--- src/rtl/ppc_pkg.sv ---
// package: shared types and constants of the pulse/period capture block
`default_nettype none

package ppc_pkg;

  typedef enum logic [1:0] {
    FUNC_EDGE  = 2'd0,
    FUNC_TICK  = 2'd1,
    FUNC_REARM = 2'd2
  } func_e;

  localparam logic [1:0] PHASE_ONE   = 2'd1;
  localparam logic [1:0] PHASE_TWO   = 2'd2;
  localparam logic [1:0] PHASE_THREE = 2'd3;

  localparam logic [1:0] TALLY_ONE = 2'd1;
  localparam logic [1:0] TALLY_MAX = 2'd2;

  localparam logic REG_EDGE_MODE  = 1'b0;
  localparam logic REG_START_EDGE = 1'b1;

  localparam logic [15:0] COUNT_MAX = 16'hFFFF;

  typedef struct packed {
    logic edge_mode;
    logic start_edge;
    logic start_wr;
    logic start_wdata;
  } cfg_t;

  typedef struct packed {
    logic        captured;
    logic        overrange;
    logic [15:0] high_count;
    logic [15:0] low_count;
    logic [15:0] period_count;
    logic [1:0]  edge_phase;
    logic        expect_falling;
  } result_t;

endpackage

`default_nettype wire

--- src/rtl/ppc_if.sv ---
// stream interfaces: event requests in, measurement results out
`default_nettype none

interface ppc_in_if;
  logic        valid;
  logic        ready;
  logic [1:0]  func;
  logic [15:0] timestamp;

  modport source (output valid, output func, output timestamp, input ready);
  modport sink   (input valid, input func, input timestamp, output ready);
endinterface

interface ppc_out_if;
  logic        valid;
  logic        ready;
  logic        captured;
  logic        overrange;
  logic [15:0] high_count;
  logic [15:0] low_count;
  logic [15:0] period_count;
  logic [1:0]  edge_phase;
  logic        expect_falling;

  modport source (
    output valid, output captured, output overrange, output high_count,
    output low_count, output period_count, output edge_phase, output expect_falling,
    input ready
  );
  modport sink (
    input valid, input captured, input overrange, input high_count,
    input low_count, input period_count, input edge_phase, input expect_falling,
    output ready
  );
endinterface

`default_nettype wire

--- src/rtl/ppc_cfg.sv ---
// apb configuration registers: edge mode and start edge polarity
`default_nettype none

module ppc_cfg (
  input  wire logic        clk_i,
  input  wire logic        rst_ni,
  input  wire logic        psel,
  input  wire logic        penable,
  input  wire logic        pwrite,
  input  wire logic [2:0]  paddr,
  input  wire logic [31:0] pwdata,
  output logic [31:0]      prdata,
  output logic             pready,
  output ppc_pkg::cfg_t    cfg_o
);
  import ppc_pkg::*;

  logic edge_mode_q, edge_mode_d;
  logic start_edge_q, start_edge_d;
  logic wr_en;
  logic sel_bit;

  assign wr_en   = psel && penable && pwrite;
  assign sel_bit = paddr[2];
  assign pready  = 1'b1;

  always_comb begin
    edge_mode_d  = edge_mode_q;
    start_edge_d = start_edge_q;
    if (wr_en) begin
      case (sel_bit)
        REG_EDGE_MODE:  edge_mode_d  = pwdata[0];
        REG_START_EDGE: start_edge_d = pwdata[0];
        default: ;
      endcase
    end
  end

  always_ff @(posedge clk_i or negedge rst_ni) begin
    if (!rst_ni) begin
      edge_mode_q  <= 1'b0;
      start_edge_q <= 1'b0;
    end else begin
      edge_mode_q  <= edge_mode_d;
      start_edge_q <= start_edge_d;
    end
  end

  always_comb begin
    prdata = '0;
    case (sel_bit)
      REG_EDGE_MODE:  prdata[0] = edge_mode_q;
      REG_START_EDGE: prdata[0] = start_edge_q;
      default: ;
    endcase
  end

  assign cfg_o.edge_mode   = edge_mode_q;
  assign cfg_o.start_edge  = start_edge_q;
  assign cfg_o.start_wr    = wr_en && (sel_bit == REG_START_EDGE);
  assign cfg_o.start_wdata = pwdata[0];

endmodule

`default_nettype wire

--- src/rtl/ppc_state.sv ---
// measurement state and its update for one event
`default_nettype none

module ppc_state #(
  parameter int unsigned TIMER_BITS = 16
) (
  input  wire logic            clk_i,
  input  wire logic            rst_ni,
  input  wire ppc_pkg::cfg_t   cfg_i,
  input  wire logic            fire_i,
  input  wire logic [1:0]      func_i,
  input  wire logic [15:0]     timestamp_i,
  output ppc_pkg::result_t     result_o
);
  import ppc_pkg::*;

  localparam int unsigned SW = (TIMER_BITS < 16) ? TIMER_BITS : 16;
  localparam int unsigned XW = (TIMER_BITS + 2 > 17) ? TIMER_BITS + 2 : 17;
  localparam logic [XW-1:0] TMOD  = XW'(1) << TIMER_BITS;
  localparam logic [XW-1:0] TMASK = TMOD - XW'(1);

  logic [SW-1:0] first_q, first_d;
  logic [SW-1:0] second_q, second_d;
  logic [1:0]    phase_q, phase_d;
  logic          pol_q, pol_d;
  logic          done_q, done_d;
  logic [1:0]    tally_q, tally_d;
  logic [15:0]   high_q, high_d;
  logic [15:0]   low_q, low_d;
  logic          ovr_q, ovr_d;

  logic [1:0]    ph_eff;
  logic          idle;
  logic [SW-1:0] stamp;
  logic [SW-1:0] prev_stamp;
  logic [XW-1:0] raw;
  logic [XW-1:0] diff;
  logic [15:0]   interval;
  logic [15:0]   hi, lo;
  logic [16:0]   per;
  func_e         func;

  assign func   = func_e'(func_i);
  assign ph_eff = (phase_q == 2'd0) ? PHASE_ONE : phase_q;
  assign idle   = done_q || ovr_q;
  assign stamp  = timestamp_i[SW-1:0];
  assign prev_stamp = (ph_eff == PHASE_TWO) ? first_q : second_q;

  // wrap-corrected difference, one timer wrap at most
  always_comb begin
    raw = ((tally_q != 2'd0) ? TMOD : '0) + XW'(stamp) - XW'(prev_stamp);
    diff = (tally_q != 2'd0) ? raw : (raw & TMASK);
    interval = (|diff[XW-1:16]) ? COUNT_MAX : diff[15:0];
  end

  always_comb begin
    first_d  = first_q;
    second_d = second_q;
    phase_d  = phase_q;
    pol_d    = pol_q;
    done_d   = done_q;
    tally_d  = tally_q;
    high_d   = high_q;
    low_d    = low_q;
    ovr_d    = ovr_q;

    if (cfg_i.start_wr && (phase_q <= PHASE_ONE)) begin
      pol_d = cfg_i.start_wdata;
    end

    if (fire_i) begin
      case (func)
        FUNC_EDGE: begin
          if (!idle) begin
            case (ph_eff)
              PHASE_TWO: begin
                second_d = stamp;
                // awaited polarity falling means the first edge was rising
                high_d = pol_q ? interval : '0;
                low_d  = pol_q ? '0 : interval;
                if (!cfg_i.edge_mode) begin
                  done_d  = 1'b1;
                  phase_d = PHASE_ONE;
                end else begin
                  phase_d = PHASE_THREE;
                end
              end
              PHASE_THREE: begin
                if (pol_q) high_d = interval;
                else       low_d  = interval;
                done_d  = 1'b1;
                phase_d = PHASE_ONE;
              end
              default: begin
                first_d = stamp;
                phase_d = PHASE_TWO;
              end
            endcase
            tally_d = '0;
            pol_d   = ~pol_q;
          end
        end
        FUNC_TICK: begin
          if (!idle && (phase_q > PHASE_ONE)) begin
            if (tally_q >= TALLY_ONE) begin
              tally_d = TALLY_MAX;
              ovr_d   = 1'b1;
              high_d  = '0;
              low_d   = '0;
              phase_d = PHASE_ONE;
              pol_d   = cfg_i.start_edge;
            end else begin
              tally_d = TALLY_ONE;
            end
          end
        end
        FUNC_REARM: begin
          first_d  = '0;
          second_d = '0;
          phase_d  = PHASE_ONE;
          pol_d    = cfg_i.start_edge;
          done_d   = 1'b0;
          tally_d  = '0;
          high_d   = '0;
          low_d    = '0;
          ovr_d    = 1'b0;
        end
        default: ;
      endcase
    end
  end

  always_ff @(posedge clk_i or negedge rst_ni) begin
    if (!rst_ni) begin
      first_q  <= '0;
      second_q <= '0;
      phase_q  <= PHASE_ONE;
      pol_q    <= 1'b0;
      done_q   <= 1'b0;
      tally_q  <= '0;
      high_q   <= '0;
      low_q    <= '0;
      ovr_q    <= 1'b0;
    end else begin
      first_q  <= first_d;
      second_q <= second_d;
      phase_q  <= phase_d;
      pol_q    <= pol_d;
      done_q   <= done_d;
      tally_q  <= tally_d;
      high_q   <= high_d;
      low_q    <= low_d;
      ovr_q    <= ovr_d;
    end
  end

  assign hi  = done_d ? high_d : '0;
  assign lo  = done_d ? low_d : '0;
  assign per = {1'b0, hi} + {1'b0, lo};

  assign result_o.captured       = done_d;
  assign result_o.overrange      = ovr_d;
  assign result_o.high_count     = hi;
  assign result_o.low_count      = lo;
  assign result_o.period_count   = per[16] ? COUNT_MAX : per[15:0];
  assign result_o.edge_phase     = (phase_d == 2'd0) ? PHASE_ONE : phase_d;
  assign result_o.expect_falling = pol_d;

endmodule

`default_nettype wire

--- src/rtl/pulse_period_capture.sv ---
// top level of the pulse/period capture block
// usage:
//   req_i carries events: func selects captured edge (with its timer stamp),
//   timer overflow tick or rearm. each accepted request yields exactly one
//   result on res_o: captured/overrange flags, high, low and period counts of
//   the held measurement, the next awaited edge number and its polarity.
//   apb port: register 0 at address 0 is edge_mode (pulse or period),
//   register 1 at address 4 is start_edge; write only while no request is in
//   flight. pready is tied high, reads return the register value.
// pipeline:
//   a request waits in the input register until the result register can
//   take it, then is folded into the state as its result is registered.
//   one request per cycle is sustained while res_o.ready stays high.
// reset:
//   asynchronous active low; clears the pipeline valid flags, the measurement
//   state (phase 1, awaited polarity rising) and the configuration registers.
// stalls:
//   while res_o.ready is low the result holds and one more request can wait in
//   the input register; req_i.ready drops only when both are full.
`default_nettype none

module pulse_period_capture #(
  parameter int unsigned TIMER_BITS = 16
) (
  input  wire logic        clk_i,
  input  wire logic        rst_ni,
  ppc_in_if.sink           req_i,
  ppc_out_if.source        res_o,
  input  wire logic        psel,
  input  wire logic        penable,
  input  wire logic        pwrite,
  input  wire logic [2:0]  paddr,
  input  wire logic [31:0] pwdata,
  output logic [31:0]      prdata,
  output logic             pready
);
  import ppc_pkg::*;

  cfg_t        cfg;
  result_t     res_d, res_q;
  logic        in_vld_q;
  logic [1:0]  in_func_q;
  logic [15:0] in_ts_q;
  logic        out_vld_q;
  logic        adv;
  logic        fire;

  assign adv   = !out_vld_q || res_o.ready;
  assign fire  = in_vld_q && adv;
  assign req_i.ready = !in_vld_q || adv;

  ppc_cfg u_cfg (
    .clk_i   (clk_i),
    .rst_ni  (rst_ni),
    .psel    (psel),
    .penable (penable),
    .pwrite  (pwrite),
    .paddr   (paddr),
    .pwdata  (pwdata),
    .prdata  (prdata),
    .pready  (pready),
    .cfg_o   (cfg)
  );

  ppc_state #(
    .TIMER_BITS (TIMER_BITS)
  ) u_state (
    .clk_i       (clk_i),
    .rst_ni      (rst_ni),
    .cfg_i       (cfg),
    .fire_i      (fire),
    .func_i      (in_func_q),
    .timestamp_i (in_ts_q),
    .result_o    (res_d)
  );

  always_ff @(posedge clk_i or negedge rst_ni) begin
    if (!rst_ni) begin
      in_vld_q  <= 1'b0;
      out_vld_q <= 1'b0;
    end else begin
      if (req_i.ready) in_vld_q <= req_i.valid;
      if (adv)         out_vld_q <= in_vld_q;
    end
  end

  always_ff @(posedge clk_i) begin
    if (req_i.valid && req_i.ready) begin
      in_func_q <= req_i.func;
      in_ts_q   <= req_i.timestamp;
    end
    if (fire) res_q <= res_d;
  end

  assign res_o.valid          = out_vld_q;
  assign res_o.captured       = res_q.captured;
  assign res_o.overrange      = res_q.overrange;
  assign res_o.high_count     = res_q.high_count;
  assign res_o.low_count      = res_q.low_count;
  assign res_o.period_count   = res_q.period_count;
  assign res_o.edge_phase     = res_q.edge_phase;
  assign res_o.expect_falling = res_q.expect_falling;

  // a finished measurement and an overrange exclude each other
  a_flags_exclusive: assert property (@(posedge clk_i) disable iff (!rst_ni)
    res_o.valid |-> !(res_o.captured && res_o.overrange))
    else $error("captured and overrange both set");

  // counts read zero unless a measurement is held
  a_counts_zero: assert property (@(posedge clk_i) disable iff (!rst_ni)
    (res_o.valid && !res_o.captured) |-> (res_o.high_count == 16'd0 &&
      res_o.low_count == 16'd0 && res_o.period_count == 16'd0))
    else $error("nonzero count without capture");

  a_phase_nonzero: assert property (@(posedge clk_i) disable iff (!rst_ni)
    res_o.valid |-> (res_o.edge_phase != 2'd0))
    else $error("edge phase zero");

  // a request waiting behind a stalled result is not dropped
  a_input_held: assert property (@(posedge clk_i) disable iff (!rst_ni)
    (in_vld_q && !adv) |=> in_vld_q)
    else $error("pending request lost during stall");

endmodule

`default_nettype wire

--- src/flat_wrapper.sv ---
// flat-port wrapper written by rule: the top's interface ports become plain ports
module pulse_period_capture_flat import ppc_pkg::*;
#(
  parameter int unsigned TIMER_BITS = 16
)
  (clk_i, rst_ni, psel, penable, pwrite, paddr, pwdata, prdata, pready, req_i_valid, req_i_func, req_i_timestamp, req_i_ready, res_o_valid, res_o_captured, res_o_overrange, res_o_high_count, res_o_low_count, res_o_period_count, res_o_edge_phase, res_o_expect_falling, res_o_ready);
  ppc_in_if req_i_i ();
  ppc_out_if res_o_i ();
  input  wire logic clk_i;
  input  wire logic rst_ni;
  input  wire logic psel;
  input  wire logic penable;
  input  wire logic pwrite;
  input  wire logic [2:0] paddr;
  input  wire logic [31:0] pwdata;
  output logic [31:0] prdata;
  output logic pready;
  input wire logic [$bits(req_i_i.valid)-1:0] req_i_valid;
  input wire logic [$bits(req_i_i.func)-1:0] req_i_func;
  input wire logic [$bits(req_i_i.timestamp)-1:0] req_i_timestamp;
  output wire logic [$bits(req_i_i.ready)-1:0] req_i_ready;
  output wire logic [$bits(res_o_i.valid)-1:0] res_o_valid;
  output wire logic [$bits(res_o_i.captured)-1:0] res_o_captured;
  output wire logic [$bits(res_o_i.overrange)-1:0] res_o_overrange;
  output wire logic [$bits(res_o_i.high_count)-1:0] res_o_high_count;
  output wire logic [$bits(res_o_i.low_count)-1:0] res_o_low_count;
  output wire logic [$bits(res_o_i.period_count)-1:0] res_o_period_count;
  output wire logic [$bits(res_o_i.edge_phase)-1:0] res_o_edge_phase;
  output wire logic [$bits(res_o_i.expect_falling)-1:0] res_o_expect_falling;
  input wire logic [$bits(res_o_i.ready)-1:0] res_o_ready;
  assign req_i_i.valid = req_i_valid;
  assign req_i_i.func = req_i_func;
  assign req_i_i.timestamp = req_i_timestamp;
  assign req_i_ready = req_i_i.ready;
  assign res_o_valid = res_o_i.valid;
  assign res_o_captured = res_o_i.captured;
  assign res_o_overrange = res_o_i.overrange;
  assign res_o_high_count = res_o_i.high_count;
  assign res_o_low_count = res_o_i.low_count;
  assign res_o_period_count = res_o_i.period_count;
  assign res_o_edge_phase = res_o_i.edge_phase;
  assign res_o_expect_falling = res_o_i.expect_falling;
  assign res_o_i.ready = res_o_ready;
  pulse_period_capture #(.TIMER_BITS(TIMER_BITS)) u_core (.clk_i(clk_i), .rst_ni(rst_ni), .req_i(req_i_i), .res_o(res_o_i), .psel(psel), .penable(penable), .pwrite(pwrite), .paddr(paddr), .pwdata(pwdata), .prdata(prdata), .pready(pready));
endmodule
--- config.mk ---
export PLATFORM = sky130hd
export DESIGN_NAME = pulse_period_capture_flat
export DESIGN_NICKNAME = d
export VERILOG_FILES = /design/src/rtl/ppc_pkg.sv /design/src/rtl/ppc_if.sv /design/src/rtl/ppc_cfg.sv /design/src/rtl/ppc_state.sv /design/src/rtl/pulse_period_capture.sv /design/src/flat_wrapper.sv
export SDC_FILE = /design/constraint.sdc
export NUM_CORES = 1
export LEC_CHECK = 0
export ABC_AREA = 1
export BUFFER_PORTS_ARGS = -buffer_cell sky130_fd_sc_hd__clkbuf_2
export CAP_MARGIN = 20
export CORE_AREA = 2 2 133 135
export CTS_CLUSTER_SIZE = 10
export DETAILED_ROUTE_END_ITERATION = 12
export DIE_AREA = 0 0 135 137
export HOLD_SLACK_MARGIN = 0.03
export PLACE_DENSITY = 0.74
export SYNTH_ARGS = -nofsm -noshare
export SYNTH_HDL_FRONTEND = slang
export SYNTH_HIERARCHICAL = 1
export SYNTH_SLANG_ARGS = --single-unit
--- constraint.sdc ---
create_clock -name clk_i -period 17.2 [get_ports clk_i]
set_input_delay 3.44 -clock clk_i [delete_from_list [all_inputs] [get_ports clk_i]]
set_output_delay 3.44 -clock clk_i [all_outputs]
set_load 0.02 [all_outputs]
==> summary.txt, run 1 <==
Outcome
  • Status: complete, no violations

Drt
  • Final ANT Viol Nets: 0
  • Drt via density: approximately 5.1
  • Initial DRT Pass Iterations: 7
  • # DRC: 0
  • Drt wl/cell: between 10 and 15 um
  • Drt total wl: ~19 mm
  • Via count: 7,041
  • Iter 0 DRT Violations: around 650

Logic synthesis
  • Ys flop type: dfrtp_1
  • Largest family of logic cells by synthesized area: simple AND/OR/NAND/NOR gates
  • Sequential share of the synthesized area: 0.4608
  • Post-synthesis compound-gate area fraction: 0.1251
  • Synthesized area: ~8700 um^2
  • Post-synth cell types: 45
  • Synthesis Warnings: 6
  • Post-Synthesis Cells: about 1,100
  • Synth Area per Inst: about 8.2 um^2
  • Post-synthesis simple-gate area fraction: 0.2027
  • Biggest area consumer among synthesized cells: edfxtp_1
  • FFs w/ async S/R, synth: 0.5137
  • Xor/xnor cell area share of the yosys netlist: 0.01409
  • EDFF count, synth: 71
  • Post-synthesis mux area share: 0.02070
  • Adder-Cell Fraction of Synth Area: 0.05636
  • FF+latch count, synth: about 150
  • Top cell type's share of synthesized area: 0.2450
  • Synth top area cells: edfxtp_1, dfrtp_1, nand2_1, inv_1, a21oi_1

Global route
  • Maximum number of pins on one net before global-route repair: between 70 and 80
  • Global-route wire length before repair: around 31 mm
  • Global routing usage on met3: 0.03519
  • Congestion Overflow GR: 0
  • Initial antenna violation count: 0
  • Number of global-route vias before repair: 6,472
  • Met2 Usage GRT: 0.3480
  • GRT met1 Usage: 0.2958
  • Gr usage total: 0.2146
  • GR peak layer: met2

Pwr
  • LEAKAGE: about 5 nW
  • VDD IR max: 0.08525 mV
  • PD cells: 145.5 nW/um^2

Clock network
  • Num CTS Buffers: 17
  • Root Driver: clkbuf_16
  • Worst-path clk slew: 60 ps
  • Post-CTS Setup Inserts: 0
  • Hold-fix buffers, CTS: 0
  • Post-CTS resize count: 0
  • H-tree depth: 4
  • CTS tree: built
  • Clock Latency Late Sink: between 400 and 500 ps
  • Clock Sinks: roughly 150
  • Clock tree buffer depth: 2

STA
  • Max Fclk: about 130 MHz
  • Final worst setup slack: between 9000 and 10,000 ps
  • Relative slew slack: 0.3566
  • TNS Setup: 0 ps
  • Fin crit share: 0.4349
  • Final Critical Period: 7480 ps
  • Slew of the pin with the lowest slew margin: about 970 ps
  • Final Hold Vio Count: 0
  • Final setup viols: 0
  • Clock skew: roughly 9.7 ps
  • Pins Over Slew Limit: 0
  • RSZ-0062 raised after global routing: no

Critical path
  • Worst-path fanout max: 60
  • Critical path startpoint category: primary input
  • Setup crit end kind: flip-flop
  • WP data arrival: 7630 ps
  • R2R setup slack: approximately 11,000 ps
  • Worst setup path category: in2reg
  • Critical Path RT: roughly 17,000 ps

Floorplanning
  • Initial core utilization: 0.5102
  • Row cnt: 48
  • Ports: roughly 150
  • Die Footprint: 18,500 um^2
  • Die Height: approximately 140 um
  • Die Wd: between 100 and 150 um
  • Core ar.: between 15,000 and 20,000 um^2

Cells and area
  • Non-Filler Instances: 1,370
  • Inserted Diodes: 0
  • Reg area: around 4000 um^2
  • Final Util: 0.5681
  • Multi-input gate area: about 3800 um^2
  • Layout area overhead: 11.36%
  • Final nets: approximately 1,200
  • Layout cells sized above 1: 0.1502
  • Most frequent cells in the layout: nand2_1, inv_1, a21oi_1, clkbuf_2, dfrtp_1
  • Filler Cell Count: 1,518
  • Most common cell after layout, fill and taps aside: nand2_1

Placed design
  • GPL Wtd Cong: ~0.9
  • Placed insts: approximately 1,300
  • Dpl ws: around 9000 ps
  • Port Buffer Count: 82
  • DP HPWL: around 13 mm

Job
  • Max Cap Viol: 0

Min path
  • HP Class: reg2reg
-- Yosys cell counts, types with 2 or more instances --
master	number
and2_1	3
xor2_1	10
nand3_1	28
fa_1	2
conb_1	2
mux2_2	16
nand2_1	322
buf_4	40
a21boi_0	3
nor2_2	3
o32ai_1	2
inv_2	5
inv_1	150
xnor2_1	4
a31oi_1	4
nand2_2	5
nand3_2	9
buf_6	3
a21o_1	4
o31ai_1	3
edfxtp_1	71
a21oi_2	9
buf_1	2
ha_1	36
nor2_1	43
o21ai_0	54
clkbuf_1	15
nor3_1	4
nand4_1	8
buf_2	11
a21oi_1	108
dfrtp_1	74
o21ai_1	2
-- layout make-up --
cell class	count	share of cell area
inverter	156	0.06043
clock inverter	13	0.01136
timing repair buffer	87	0.04855
multi-input combinational	724	0.3911
clock buffer	19	0.04571
sequential	146	0.4138
tap	225	0.02905
-- cell families (layout without fill, tap and decap cells) --
kind of cell | count (synthesis) | after routing
simple gates | 428 | 428
buf+inv | 227 | 275
compound gates | 196 | 196
flops | 146 | 146
fa+ha+maj | 38 | 38
mux | 16 | 16
xor+xnor | 14 | 14
other cells | 2 | 32
-- through the flow --
stage | total power, mW | cell area (um^2) | hold slack, ps
after global routing | 1.513 | 9691 | 511.5
after global placement | 1.047 | 9110 | 470.2
after detailed placement | 1.058 | 9110 | 477.4
after floorplan | 0.9346 | 8815 | 452.7
after CTS | 1.409 | 9663 | 491.1
final | 1.410 | 9691 | 487.3
-- power by group --
group	total (mW)	leakage, nW	switching, mW	internal (mW)
logic	0.555	3.00	0.371	0.184
clock network	0.346	0.265	0.144	0.202
registers	0.509	1.67	0.0497	0.460
total	1.41	4.94	0.565	0.846
-- critical path, cell delays in order --
cell	delay, ps
clkbuf_2	70
inv_1	80
a21oi_4	130
buf_4	580
inv_1	160
nor2_1	220
inv_1	160
a21oi_2	200
inv_2	280
nand2_1	170
a21oi_1	140
ha_1	260
fa_1	420
nand3_1	110
nand2_1	130
nand3_1	130
nand3_1	120
nand2_1	110
nand2_1	100
a31oi_4	400
o21ai_0	160
-- final timing paths --
path,to,cells past startpoint,startpoint
max,u_core/res_o.period_count[14]$_DFFE_PP_,21,res_o_ready
min,u_core/u_state/tally_q[0]$_DFFE_PN0P_,2,u_core/u_state/tally_q[0]$_DFFE_PN0P_
max reg2reg,u_core/res_o.period_count[14]$_DFFE_PP_,28,u_core/u_state/phase_q[0]$_DFF_PN1_
min reg2reg,u_core/u_state/tally_q[0]$_DFFE_PN0P_,2,u_core/u_state/tally_q[0]$_DFFE_PN0P_
max in group asynchronous,u_core/u_state/low_q[5]$_DFF_PN0_,1,rst_ni
min in group asynchronous,u_core/u_state/second_q[5]$_DFFE_PN0P_,1,rst_ni
-- routing by layer --
layer,part of all wire,wire length (um)
met3,0.057,1079
met1,0.46,8822
met2,0.47,8906
met4,0.014,268
met5,0,0
-- state kept, by name, summed over array words and instances (netlist names), 2 cells and up --
| register | flops |
|---|---|
| u_core/in_func_q | 2 |
| u_core/in_ts_q | 16 |
| u_core/res_o.edge_phase | 2 |
| u_core/res_o.high_count | 16 |
| u_core/res_o.low_count | 16 |
| u_core/res_o.period_count | 16 |
| u_core/u_state/first_q | 16 |
| u_core/u_state/high_q | 16 |
| u_core/u_state/low_q | 16 |
| u_core/u_state/phase_q | 2 |
| u_core/u_state/second_q | 16 |
| u_core/u_state/tally_q | 2 |
No activity file was read; power rests on OpenSTA's default activity.
==> run 2, diff against run 1 <==
- ABC_AREA: 1 -> 0
- CORE_AREA: 2 2 133 135 -> 2 2 129 131
- DIE_AREA: 0 0 135 137 -> 0 0 131 133
- PLACE_DENSITY: 0.74 -> 0.76
- clock period: 17.2 -> 6.2 ns (I/O delays scaled with it)
==> run 2 against run 1 <==
  * Utilization is essentially flat
  * Critical path depth increased by 1
  * Global-route usage down 0.45 points
  * Cell count decreased by 20%
  * Synthesized cell count down 27%
  * Critical path type is now reg2reg
  * Highest routed layer unchanged
==> summary.txt, run 2 <==
Pwr
  • Power share of the combinational group: 0.333 (was 0.394)
  • LEAKAGE: 4.235 nW (was 4.938 nW)
  • Internal: 2.199 mW (was 0.8458 mW)
  • PD cells: 376.5 nW/um^2 (was 145.5 nW/um^2)
  • Clock power frac: 0.295 (was 0.245)
  • VDD IR max: 0.1903 mV (was 0.08525 mV)
  • Sw power: 1.260 mW (was 0.5645 mW)
  • Seq pwr share: 0.372 (was 0.361)
  • Sw Ratio: 0.3643 (was 0.4003)

STA
  • Final setup viols: 0 (unchanged)
  • Clock skew: 8.056 ps (was 9.737 ps)
  • Relative slew slack: 0.3610 (was 0.3566)
  • RSZ-0062 raised after global routing: no (unchanged)
  • Fin crit share: 0.9158
  • Slew of the pin with the lowest slew margin: 958.5 ps (was 965.1 ps)
  • Pins Over Slew Limit: 0 (unchanged)
  • Max Fclk: roughly 180 MHz
  • TNS Setup: 0 ps (unchanged)
  • Final Hold Vio Count: 0 (unchanged)
  • Final Critical Period: between 5000 and 6000 ps

Critical path
  • WP data arrival: 5850 ps (was 7630 ps)
  • Worst setup path category: reg2reg (was in2reg)
  • R2R Path Start: u_core/u_state/phase_q[0]$_DFF_PN1_ (unchanged)
  • Setup crit end kind: flip-flop (unchanged)
  • R2R setup slack: 520 ps (was 11,310 ps)
  • Critical Path RT: 6380 ps (was 17,350 ps)
  • Worst setup path start: u_core/u_state/phase_q[0]$_DFF_PN1_ (was res_o_ready)
  • Critical path startpoint category: flip-flop (was primary input)
  • Worst R2R End: u_core/res_o.period_count[4]$_DFFE_PP_ (was u_core/res_o.period_count[14]$_DFFE_PP_)
  • Worst-path fanout max: 14 (was 60)
  • R2r worst-path depth: 22 (was 28)

Logic synthesis
  • Largest family of logic cells by synthesized area: compound AO/OA/AOI/OAI gates (was simple AND/OR/NAND/NOR gates)
  • Biggest area consumer among synthesized cells: edfxtp_1 (unchanged)
  • Synthesis Warnings: 6 (unchanged)
  • FFs w/ async S/R, synth: 0.5137 (unchanged)
  • Post-synthesis simple-gate area fraction: 0.1459 (was 0.2027)
  • Post-Synthesis Cells: 784 (was 1,067)
  • Ys flop type: dfrtp_1 (unchanged)
  • EDFF count, synth: 71 (unchanged)
  • Synth Area per Inst: 10.27 um^2 (was 8.156 um^2)
  • Post-synthesis compound-gate area fraction: 0.1818 (was 0.1251)
  • Synthesized area: 8051 um^2 (was 8702 um^2)
  • Top cell type's share of synthesized area: 0.2648 (was 0.2450)
  • Xor/xnor cell area share of the yosys netlist: 0.02393 (was 0.01409)
  • Most common cell in the netlist: nand2_1 (unchanged)
  • Most common library cells after synthesis: nand2_1, dfrtp_1, edfxtp_1, o21ai_0, a21oi_1 (was nand2_1, inv_1, a21oi_1, dfrtp_1, edfxtp_1)
  • Sequential share of the synthesized area: 0.4981 (was 0.4608)
  • FF+latch count, synth: 146 (unchanged)
  • Post-synthesis mux area share: 0.02720 (was 0.02070)
  • Synth top area cells: edfxtp_1, dfrtp_1, ha_1, nand2_1, o21ai_0 (was edfxtp_1, dfrtp_1, nand2_1, inv_1, a21oi_1)
  • Adder-Cell Fraction of Synth Area: 0.06092 (was 0.05636)
  • Post-synth cell types: 81 (was 45)

Placed design
  • Port Buffer Count: 82 (unchanged)
  • GPL Wtd Cong: 0.8809 (was 0.9168)
  • DP HPWL: 12.36 mm (was 13.10 mm)

Drt
  • Final ANT Viol Nets: 0 (unchanged)
  • Drt via density: 5.458 (was 5.139)
  • # DRC: 0 (unchanged)
  • Drt total wl: 17.24 mm (was 19.08 mm)
  • Via count: 6,004 (was 7,041)
  • Iter 0 DRT Violations: 342 (was 654)
  • Drt wl/cell: 15.67 um (was 13.92 um)
  • Initial DRT Pass Iterations: 4 (was 7)

Cells and area
  • Most frequent cells in the layout: nand2_1, clkbuf_2, dfrtp_1, edfxtp_1, o21ai_0 (was nand2_1, inv_1, a21oi_1, clkbuf_2, dfrtp_1)
  • Layout cells sized above 1: 0.1807 (was 0.1502)
  • Inserted Diodes: 0 (unchanged)
  • Most common cell after layout, fill and taps aside: nand2_1 (unchanged)
  • Layout area overhead: 14.11% (was 11.36%)
  • Final nets: 965 (was 1,230)
  • Final Util: 0.5681 (about the same)

Outcome
  • Status: complete, no violations (unchanged)

Floorplanning
  • Initial core utilization: 0.4979 (was 0.5102)
  • Die Wd: 131 um (was 135 um)
  • Die Height: 133 um (was 137 um)
  • Row cnt: 47 (was 48)
  • Die Footprint: 17,420 um^2 (was 18,500 um^2)
  • Core ar.: 16,170 um^2 (was 17,060 um^2)
  • Ports: 148 (unchanged)

Job
  • Max Cap Viol: 0 (unchanged)

Global route
  • Initial antenna violation count: 0 (unchanged)
  • Global-route wire length before repair: 28.56 mm (was 31.36 mm)
  • Maximum number of pins on one net before global-route repair: 76 (unchanged)
  • Gr usage total: 0.2100 (was 0.2146)
  • Number of global-route vias before repair: 5,704 (was 6,472)
  • Congestion Overflow GR: 0 (unchanged)

Clock network
  • Root Driver: clkbuf_16 (unchanged)
  • Num CTS Buffers: 17 (unchanged)
  • Post-CTS resize count: 0 (unchanged)
  • Worst-path clk slew: 60 ps (about the same)
  • CTS tree: built (unchanged)
  • Post-CTS Setup Inserts: 0 (unchanged)
  • Clock Latency Late Sink: 430 ps (about the same)
  • Clock tree buffer depth: 2 (unchanged)
  • Hold-fix buffers, CTS: 0 (unchanged)
  • H-tree depth: 4 (unchanged)
  • Clock Sinks: 146 (unchanged)

Min path
  • HP Start: u_core/u_state/first_q[0]$_DFFE_PN0P_ (was u_core/u_state/tally_q[0]$_DFFE_PN0P_)
  • WHS Endpoint: u_core/u_state/first_q[0]$_DFFE_PN0P_ (was u_core/u_state/tally_q[0]$_DFFE_PN0P_)
  • Hold path cells: 2 (unchanged)
  • HP Class: reg2reg (unchanged)
-- run 2: cell count changes after synthesis, sizes merged, moves of 12 or more --
cell    change
a21oi      -71
nor2       -13
nand2     -222
mux2       -12
nand3      -28
o21ai      +22
nand2b     +29
and2       +15
inv       -135
mux2i      +17
-- run 2: per-layer routing --
metal,global-route usage,share of wire
met3,0.04367,0.065
met5,0,0
met1,0.2879,0.44
met4,0.09161,0.027
met2,0.3221,0.47
-- run 2: power groups by stage --
stage | Combinational, mW | Sequential (mW) | Clock [mW]
final | 1.15 | 1.29 | 1.02
after global routing | 1.28 | 1.31 | 1.08
after CTS | 1.14 | 1.29 | 1.04
after detailed placement | 1.13 | 1.30 | 0
after global placement | 1.11 | 1.30 | 0
after floorplan | 0.801 | 1.34 | 0
-- run 2: how the worst max path moves through the flow --
stage	end	cells after the start
2_1_floorplan	u_core/res_o.period_count[5]$_DFFE_PP_	20
3_3_place_gp	u_core/res_o.period_count[1]$_DFFE_PP_	19
3_5_place_dp	u_core/res_o.period_count[4]$_DFFE_PP_	19
4_1_cts	u_core/res_o.period_count[4]$_DFFE_PP_	22
5_1_grt	u_core/res_o.period_count[4]$_DFFE_PP_	22
6_report	u_core/res_o.period_count[4]$_DFFE_PP_	22
-- run 2: critical path: stages (launching register included) --
cell and delay (ps):
dfstp_2 530, inv_1 80, nand2_1 240, buf_4 240, mux2i_1 200, ha_1 350
a21oi_1 300, a2bb2oi_1 270, a211o_1 300, nand2_1 80, o21ai_0 160, a22oi_1 120
o21a_1 240, ha_1 230, fa_1 400, a21o_1 180, a21oi_1 270, o21ai_0 210
a41oi_1 340, o21ai_1 180, a31oi_2 240, buf_4 220, nand2_1 80
-- run 2: layout make-up --
class	count	area, um^2
clock buffer	17	425.4
clock inverter	15	172.7
fill	1369	6984
inverter	21	78.83
multi-input combinational	579	3662
sequential	146	4010
tap	220	275.3
timing repair buffer	102	563.0
-- run 2: cells by family after synthesis --
family,count (synthesis)
XOR/XNOR,22
AND/OR/NAND/NOR,241
other,2
AO/OA/AOI/OAI,225
multiplexers,21
adder cells (fa/ha/maj),38
buffers and inverters,89
flip-flops,146
-- run 2: metrics by stage --
step / instances / power [mW] / setup slack, ps / cell area [um^2] / hold slack [ps]
2_1_floorplan: 814 / 2.144 / 367.3 / 8165 / 438.7
6_report: 1100 / 3.459 / 521.8 / 9188 / 476.7
4_1_cts: 1100 / 3.470 / 538.9 / 9188 / 483.9
5_1_grt: 1100 / 3.666 / 131.3 / 9188 / 504.5
3_3_place_gp: 1068 / 2.415 / 546.4 / 8589 / 450.3
3_5_place_dp: 1068 / 2.434 / 515.8 / 8589 / 460.5
==> run 3, diff against run 2 <==
- CORE_AREA: 2 2 129 131 -> 2 2 137 139
- DIE_AREA: 0 0 131 133 -> 0 0 139 141
- PLACE_DENSITY: 0.76 -> 0.69
==> run 3 against run 2 <==
  * Hold slack got worse by 4.9 ps
  * Non-clock buffer count decreased by 2
  * Sequential share of layout area is 0.10 points higher
  * Via count fell by 0.37%
  * Cell area fell by 0.23%
  * First-iteration DRC count is 21% higher
  * Global-route usage is 2.7 points lower
  * Flip-flop and latch count unchanged
  * Die area is 12% higher
  * Cell count rose by 1.1%
  * Critical endpoint is now u_core/res_o.period_count[3]$_DFFE_PP_
==> summary.txt, run 3 (synthesized netlist as in run 2, its figures left out) <==
Outcome
  • Status: complete, no violations (unchanged)

STA
  • Fin crit share: 0.9020 (was 0.9158)
  • Relative slew slack: 0.3329 (was 0.3610)
  • Pins Over Slew Limit: 0 (unchanged)
  • TNS Setup: 0 ps (unchanged)
  • Final Critical Period: 5592 ps (was 5678 ps)
  • Slew of the pin with the lowest slew margin: 1001 ps (was 958.5 ps)
  • Clock skew: 8.959 ps (was 8.056 ps)
  • Final Hold Vio Count: 0 (unchanged)
  • Final setup viols: 0 (unchanged)
  • RSZ-0062 raised after global routing: no (unchanged)
  • Max Fclk: 178.8 MHz (was 176.1 MHz)
  • Final worst setup slack: 607.7 ps (was 521.8 ps)

Min path
  • HP Start: u_core/u_state/high_q[4]$_DFF_PN0_ (was u_core/u_state/first_q[0]$_DFFE_PN0P_)
  • HP Class: reg2reg (unchanged)

Drt
  • Via count: 5,982 (was 6,004)
  • Iter 0 DRT Violations: 415 (was 342)
  • Drt via density: 5.379 (was 5.458)
  • # DRC: 0 (unchanged)
  • Drt wl/cell: 15.64 um (was 15.67 um)
  • Final ANT Viol Nets: 0 (unchanged)
  • Initial DRT Pass Iterations: 5 (was 4)
  • Drt total wl: 17.39 mm (was 17.24 mm)

Floorplanning
  • Die Height: 141 um (was 133 um)
  • Die Footprint: 19,600 um^2 (was 17,420 um^2)
  • Ports: 148 (unchanged)
  • Row cnt: 50 (was 47)
  • Die Wd: 139 um (was 131 um)
  • Core ar.: 18,270 um^2 (was 16,170 um^2)
  • Initial core utilization: 0.4408 (was 0.4979)

Global route
  • Global-route wire length before repair: 28.55 mm (was 28.56 mm)
  • Number of global-route vias before repair: 5,636 (was 5,704)
  • Gr usage total: 0.1830 (was 0.2100)
  • Initial antenna violation count: 0 (unchanged)
  • Maximum number of pins on one net before global-route repair: 76 (unchanged)
  • Congestion Overflow GR: 0 (unchanged)

Cells and area
  • Final nets: 963 (was 965)
  • Most common cell after layout, fill and taps aside: nand2_1 (unchanged)
  • Most frequent cells in the layout: nand2_1, clkbuf_2, dfrtp_1, edfxtp_1, o21ai_0 (unchanged)
  • Layout area overhead: 13.85% (was 14.11%)
  • Inserted Diodes: 0 (unchanged)
  • Layout cells sized above 1: 0.1777 (was 0.1807)

Critical path
  • Worst setup path start: u_core/u_state/phase_q[0]$_DFF_PN1_ (unchanged)
  • Worst-path fanout max: 14 (unchanged)
  • WP data arrival: 5770 ps (was 5850 ps)
  • R2R Path Start: u_core/u_state/phase_q[0]$_DFF_PN1_ (unchanged)
  • Worst setup path category: reg2reg (unchanged)
  • Critical path startpoint category: flip-flop (unchanged)
  • Critical Path RT: 6380 ps (about the same)
  • Setup crit end kind: flip-flop (unchanged)

Clock network
  • Clock tree buffer depth: 2 (unchanged)
  • Hold-fix buffers, CTS: 0 (unchanged)
  • Num CTS Buffers: 17 (unchanged)
  • Worst-path clk slew: 60 ps (about the same)
  • Clock Latency Late Sink: 430 ps (about the same)
  • H-tree depth: 4 (unchanged)
  • Root Driver: clkbuf_16 (unchanged)
  • Post-CTS Setup Inserts: 0 (unchanged)
  • Post-CTS resize count: 0 (unchanged)
  • Clock Sinks: 146 (unchanged)
  • CTS tree: built (unchanged)

Job
  • Max Cap Viol: 0 (unchanged)

Pwr
  • PD cells: 373.6 nW/um^2 (was 376.5 nW/um^2)
  • Tot Pwr: 3.425 mW (was 3.459 mW)
  • VDD IR max: 0.2365 mV (was 0.1903 mV)
  • LEAKAGE: 4.205 nW (was 4.235 nW)

Placed design
  • GPL Wtd Cong: 0.8777 (was 0.8809)
  • DP HPWL: 12.60 mm (was 12.36 mm)
  • Dpl ws: 398.2 ps (was 515.8 ps)
  • Port Buffer Count: 82 (unchanged)
run 3: changes by cell type in the layout (fill, tap and decap cells not counted):
cell / delta
clkbuf_1: +1
inv_6: +3
clkinv_2: -1
buf_4: -2
clkinvlp_4: +2
clkinv_8: -2
inv_8: -2
clkinv_4: -1
run 3: path summary, 6_finish.rpt:
check,endpoint,slack [ps],cells past startpoint
min reg2reg,u_core/u_state/high_q[4]$_DFF_PN0_,470,1
max,u_core/res_o.period_count[3]$_DFFE_PP_,610,22
max reg2reg,u_core/res_o.period_count[3]$_DFFE_PP_,610,22
min in group asynchronous,u_core/u_state/first_q[11]$_DFFE_PN0P_,990,1
max in group asynchronous,u_core/u_state/high_q[4]$_DFF_PN0_,4580,1
min,u_core/u_state/high_q[4]$_DFF_PN0_,470,1
run 3: routing by layer:
metal,vias up,global-route usage,share of wire
met5,-,0,0
met2,205,0.2961,0.47
li1,2939,-,-
met3,30,0.04518,0.060
met1,2808,0.2384,0.45
met4,0,0.07177,0.020
run 3: stage by stage:
| step | util | hold WS (ps) | std cells | area, um^2 |
|---|---|---|---|---|
| after floorplan | - | 438.7 | 814 | 8165 |
| after global placement | 0.4703 | 450.4 | 1080 | 8592 |
| after detailed placement | 0.4703 | 459.5 | 1080 | 8592 |
| after CTS | 0.5018 | 474.2 | 1112 | 9166 |
| after global routing | 0.5018 | 487.7 | 1112 | 9166 |
| final | 0.5018 | 471.7 | 1112 | 9166 |
run 3: critical path: stages, from the launching register on:
cell,delay [ps]
dfstp_2,530
inv_1,80
nand2_1,200
buf_4,230
mux2i_1,260
ha_1,360
a21oi_1,320
a2bb2oi_1,230
a211o_1,290
nand2_1,80
o21ai_0,150
a22oi_1,120
o21a_1,260
ha_1,230
fa_1,410
a21o_1,170
a21oi_1,160
o21ai_0,140
a41oi_1,360
o21ai_1,200
a31oi_2,250
buf_4,220
nand2_1,80
run 3: cell type report:
cell class	instances	area, um^2
Clock buffer	18	429.2
Clock inverter	14	145.1
Fill cell	1655	9101
Inverter	21	78.83
Multi-Input combinational cell	579	3662
Sequential cell	146	4010
Tap cell	234	292.8
Timing Repair Buffer	100	548.0
run 3: report_power, final:
part	switching [mW]	internal [mW]	total (mW)
combinational	0.717	0.413	1.13
sequential	0.0968	1.21	1.30
clock	0.428	0.564	0.992
total	1.24	2.18	3.42
